### config.mk
export PLATFORM = sky130hd
export DESIGN_NAME = bf5s_cell
export DESIGN_NICKNAME = d
export VERILOG_FILES = /design/src/rtl/box_filter_5x5_stream_macros.svh /design/src/rtl/bf5s_pkg.sv /design/src/rtl/bf5s_cell.sv
export SDC_FILE = /design/constraint.sdc
export NUM_CORES = 1
export LEC_CHECK = 0
export BUFFER_PORTS_ARGS = -buffer_cell sky130_fd_sc_hd__buf_2
export CORE_MARGIN = 8
export CORE_UTILIZATION = 35
export CTS_CLUSTER_SIZE = 10
export DETAILED_ROUTE_END_ITERATION = 12
export PLACE_DENSITY = 0.66
export SETUP_SLACK_MARGIN = 0.2
export SLEW_MARGIN = 20
export SYNTH_ARGS = -nofsm -noshare
export SYNTH_HDL_FRONTEND = slang
export SYNTH_SLANG_ARGS = --single-unit
### constraint.sdc
create_clock -name clk -period 0.95 [get_ports clk]
set_input_delay 0.0475 -clock clk [delete_from_list [all_inputs] [get_ports clk]]
set_output_delay 0.0475 -clock clk [all_outputs]
set_load 0.1 [all_outputs]
### src/rtl/box_filter_5x5_stream_macros.svh
// Assertion helpers for box_filter_5x5_stream.sv, the one file that asserts.
`ifndef BOX_FILTER_5X5_STREAM_MACROS_SVH
`define BOX_FILTER_5X5_STREAM_MACROS_SVH

// Check the consequent in the same cycle as the antecedent.
`define BF5S_ASSERT_SAME(lbl, ante, cons, msg) \
    lbl: assert property (@(posedge clk) disable iff (!rst_n) (ante) |-> (cons)) \
        else $error(msg);

// Check the consequent in the cycle after the antecedent.
`define BF5S_ASSERT_NEXT(lbl, ante, cons, msg) \
    lbl: assert property (@(posedge clk) disable iff (!rst_n) (ante) |=> (cons)) \
        else $error(msg);

`endif

### src/rtl/bf5s_pkg.sv
`timescale 1ns / 1ps
`default_nettype none

package bf5s_pkg;

    localparam int CH_NUM     = 3;
    localparam int PIX_W      = 8;
    localparam int WIN        = 5;
    localparam int NLINES     = 4;
    localparam int LINE_SEL_W = 2;
    localparam int CTR_OFS    = 2;

    localparam int CS_W       = 11;
    localparam int SUM_W      = 13;
    localparam int SUM_MAX    = 6375;
    localparam int ROUND_OFS  = 12;
    localparam int DIV_K      = 5243;
    localparam int DIV_SH     = 17;
    localparam int PROD_W     = 26;

    localparam int IW_W       = 11;
    localparam int IH_W       = 13;
    localparam int M_W        = 5;
    localparam int ROW_W      = 12;
    localparam int COL_OUT_W  = 10;
    localparam int MAX_HEIGHT = 4096;
    localparam int MARGIN_MIN = 2;

    localparam int IW_RST     = 1024;
    localparam int IH_RST     = 1024;
    localparam int MX_RST     = 4;
    localparam int MY_RST     = 5;

    localparam int CFG_IDX_W  = 8;
    localparam int CFG_DATA_W = 13;

    typedef enum logic [CFG_IDX_W-1:0] {
        REG_IMAGE_WIDTH  = 8'd0,
        REG_IMAGE_HEIGHT = 8'd1,
        REG_MARGIN_X     = 8'd2,
        REG_MARGIN_Y     = 8'd3
    } cfg_reg_t;

    typedef logic [PIX_W-1:0] chan_t;
    typedef chan_t [CH_NUM-1:0] pixel_t;
    typedef logic [CH_NUM-1:0][CS_W-1:0] colsum_t;
    typedef logic [CH_NUM-1:0][SUM_W-1:0] sum_t;

    function automatic chan_t round_div25(input logic [SUM_W-1:0] s);
        logic [SUM_W-1:0]  biased;
        logic [PROD_W-1:0] prod;
        biased = s + SUM_W'(ROUND_OFS);
        prod   = PROD_W'(biased) * PROD_W'(DIV_K);
        return prod[DIV_SH +: PIX_W];
    endfunction

endpackage

`default_nettype wire

### src/rtl/bf5s_cell.sv
`timescale 1ns / 1ps
`default_nettype none

module bf5s_cell (
    input  wire logic              clk,
    input  wire logic              rst_n,
    input  wire logic              shift,
    input  wire bf5s_pkg::colsum_t d,
    output bf5s_pkg::colsum_t      q
);

    bf5s_pkg::colsum_t col_reg;
    bf5s_pkg::colsum_t col_next;

    always_comb
    begin
        col_next = shift ? d : col_reg;
    end

    always_ff @(posedge clk or negedge rst_n)
    begin
        if (!rst_n)
        begin
            col_reg <= '0;
        end
        else
        begin
            col_reg <= col_next;
        end
    end

    assign q = col_reg;

endmodule

`default_nettype wire

==> impl_results.md <==
* Worst IR drop on VDD at 1.17 mV
* DR vias/cell at 4.43
* Mux contribution to synthesized area at around a third
* Port-buffer cells at 68
* Core Box Area at roughly 0.004 sq mm
* Static leakage at 0.00114 uW
* WHS at -0.000932 ns
* Vias in the first global route at about 1,100
* Max FO, Critical Path at 2
* Clock sinks at 33
* H-Tree Depth at 2
* NumNets Final at around 180
* First-pass GRT wire length at approximately 5500 microns
* Hold Vio Cnt, Final at 3
* GRT Resource Usage Total at 11.7%
* Iteration count of the initial detailed-routing pass at 4
* Largest net degree at the start of global routing at 34
* Initial antenna violation count at 0
* Register area at 950 sq um
* Place WS at 0.0630 ns
* Area delta synth->final at 80.4%
* Clock Skews at 0 ns
* Mapped cell area at 0.00138 sq mm
* Num CTS Buffers at 5
* Adder-cell share of the synthesized area at 0%
* Crit-path max cell delay at 0.50 ns
* Detail Placement HPWL at about 2700 microns
* Area of the multi-input gates at a little under 500 sq um
* Crit-path cells: buf_12
* Worst hold path type: input pin to register
* Delay-heaviest family, CP: flip-flops
* Initial drt markers at 17
* Failing checks: hold timing, setup timing
* Total gr overflow at 0
* Setup Buffers After CTS at 0
* Slew @ Worst Pin at 0.181 ns
* RR Startpoint: q[15]
* Max-cap violations at 0
* Wirelength per Cell at roughly 18 microns
* Synth cell types at 5
* Root Driver: clkbuf_8
* Seq/Total Area, Yosys at between 50% and 60%
* Synth Instances at 70
* CP bufs+invs at 1
* Outcome: finished with violations
* Antenna Violating Nets Remaining at 0
* CTS tree: done
* Max-slew headroom at 87.9%
* Global placement routability congestion at 0.648
* Worst path required time at roughly 0.9 ns
* Die width at about 80 microns
* Max Freq at 1000 MHz
* Drt total wl at approximately 3400 microns
* Final Setup Violations at 33
* Post-CTS Hold Buffers at 1
* Critical path capture point type: output pin
* Syn. warnings at 0
* Clk slew on worst S/H paths at about 0.060 ns
* Setup CP Type: register to output pin
* Main combinational cell family by area after synthesis: multiplexers
* Avg Synthesized Cell Area at 19.7 sq um
* Share of cells above drive strength 1 at 98.6%
* Compound-Gate Fraction of Synth Area at 0%
* Post-layout util at between 60% and 70%
* Worst Hold End: q[12]
* Initial Util at 35.6%
* Worst R2R Setup Slack at 0.06 ns
* #FFs+latches synth at 33
* CP Data Arrival Time at ~0.95 ns
* Antenna diode instance count at 0
* Post-layout minimum cycle time at 0.997 ns
* Hold wc startpoint: d[12]
* Routed vias at approximately 860
* PD cells at 1970 mW/mm^2
* Rows at 23
* Fillers at 279
* Worst hold path depth at 2
* CP startpoint kind: register
* Final WS setup at -0.0472 ns
* Post-Synth Simple-Gate Area at 0%
* Worst-skew pair later-pin latency at between 0.2 and 0.3 ns
* Xor and xnor area share after synthesis at 0%
* Syn nets at 106
* Max Buffers Root-to-Sink at 2
* Max Slew Vio Count at 0
* Max reg flops at 33
* # IOs at slightly below 70
* CP max-delay cell: dfrtp_4
* RR Endpoint: q[15]
* Worst r2r path cells at 1
* Period Utilization, post-route at 105%
* Die area at 0.00621 sq mm
* Die Y at 78.8 microns
* Unrepaired setup endpoints after global routing: yes
* Drc violations at 0
synthesized netlist by cell type, drive strengths merged:
master	instances	area share [%]
dfrtp	33	60
buf	4	5.2
mux2	33	35
cell usage in the layout (no fill, tap or decap):
cell type / n
clkbuf_8: 6
buf_2: 35
buf_12: 36
clkbuf_1: 1
dfrtp_4: 33
dlygate4sd3_1: 1
mux2_4: 31
mux2_2: 2
logic make-up (layout without fill, tap and decap cells):
logic type  Yosys count  in the layout
buf+inv               4             79
mux                  33             33
flops                33             33
through the flow:
stage / total power, uW / TNS (ns) / std cells / hold WS, ns / instance area (sq um)
3_5_place_dp: 3930 / 0 / 187 / 0.0157 / 2390
2_1_floorplan: 3090 / -2.52 / 70 / -0.248 / 1510
6_report: 4910 / -1.18 / 195 / -0.000932 / 2490
4_1_cts: 4980 / -1.65 / 195 / -0.0117 / 2490
3_3_place_gp: 3900 / 0 / 187 / 0.0145 / 2390
5_1_grt: 5080 / -1.95 / 195 / -0.00446 / 2490
cell type report:
cell class                      count  share of cell area, %
Timing Repair Buffer               72                   36.3
Multi-Input combinational cell     33                   19.6
Tap cell                           50                   2.51
Clock buffer                        7                   3.46
Sequential cell                    33                   38.1
layer usage:
layer	vias to the layer above	global-route usage [%]	part of all wire (%)
met5	-	0	0
met4	0	6.11	1.6
li1	388	-	-
met1	434	12.3	35
met3	6	6.21	9.7
met2	36	18.7	53
worst max path at each step:
stage,startpoint,to,slack (ns),cells past startpoint
3_3_place_gp,shift,q[5],0.09,3
4_1_cts,q[12],q[12],-0.06,1
6_report,q[15],q[15],-0.05,1
2_1_floorplan,q[0],q[0],-0.08,1
5_1_grt,q[15],q[15],-0.07,1
3_5_place_dp,shift,q[24],0.06,3
power breakdown:
part,total (uW),switching [uW],internal [uW],leakage (uW)
registers,1800,165,1640,0.000356
logic,2080,1260,823,0.000742
clock network,1030,452,574,0.0000443
repair_timing:
action,in CTS,in global routing
endpoints found under the setup margin,66,66
cloned,0,0
endpoints found under the hold margin,55,5
resized for setup,0,1
Power figures use the tool's default switching activity.
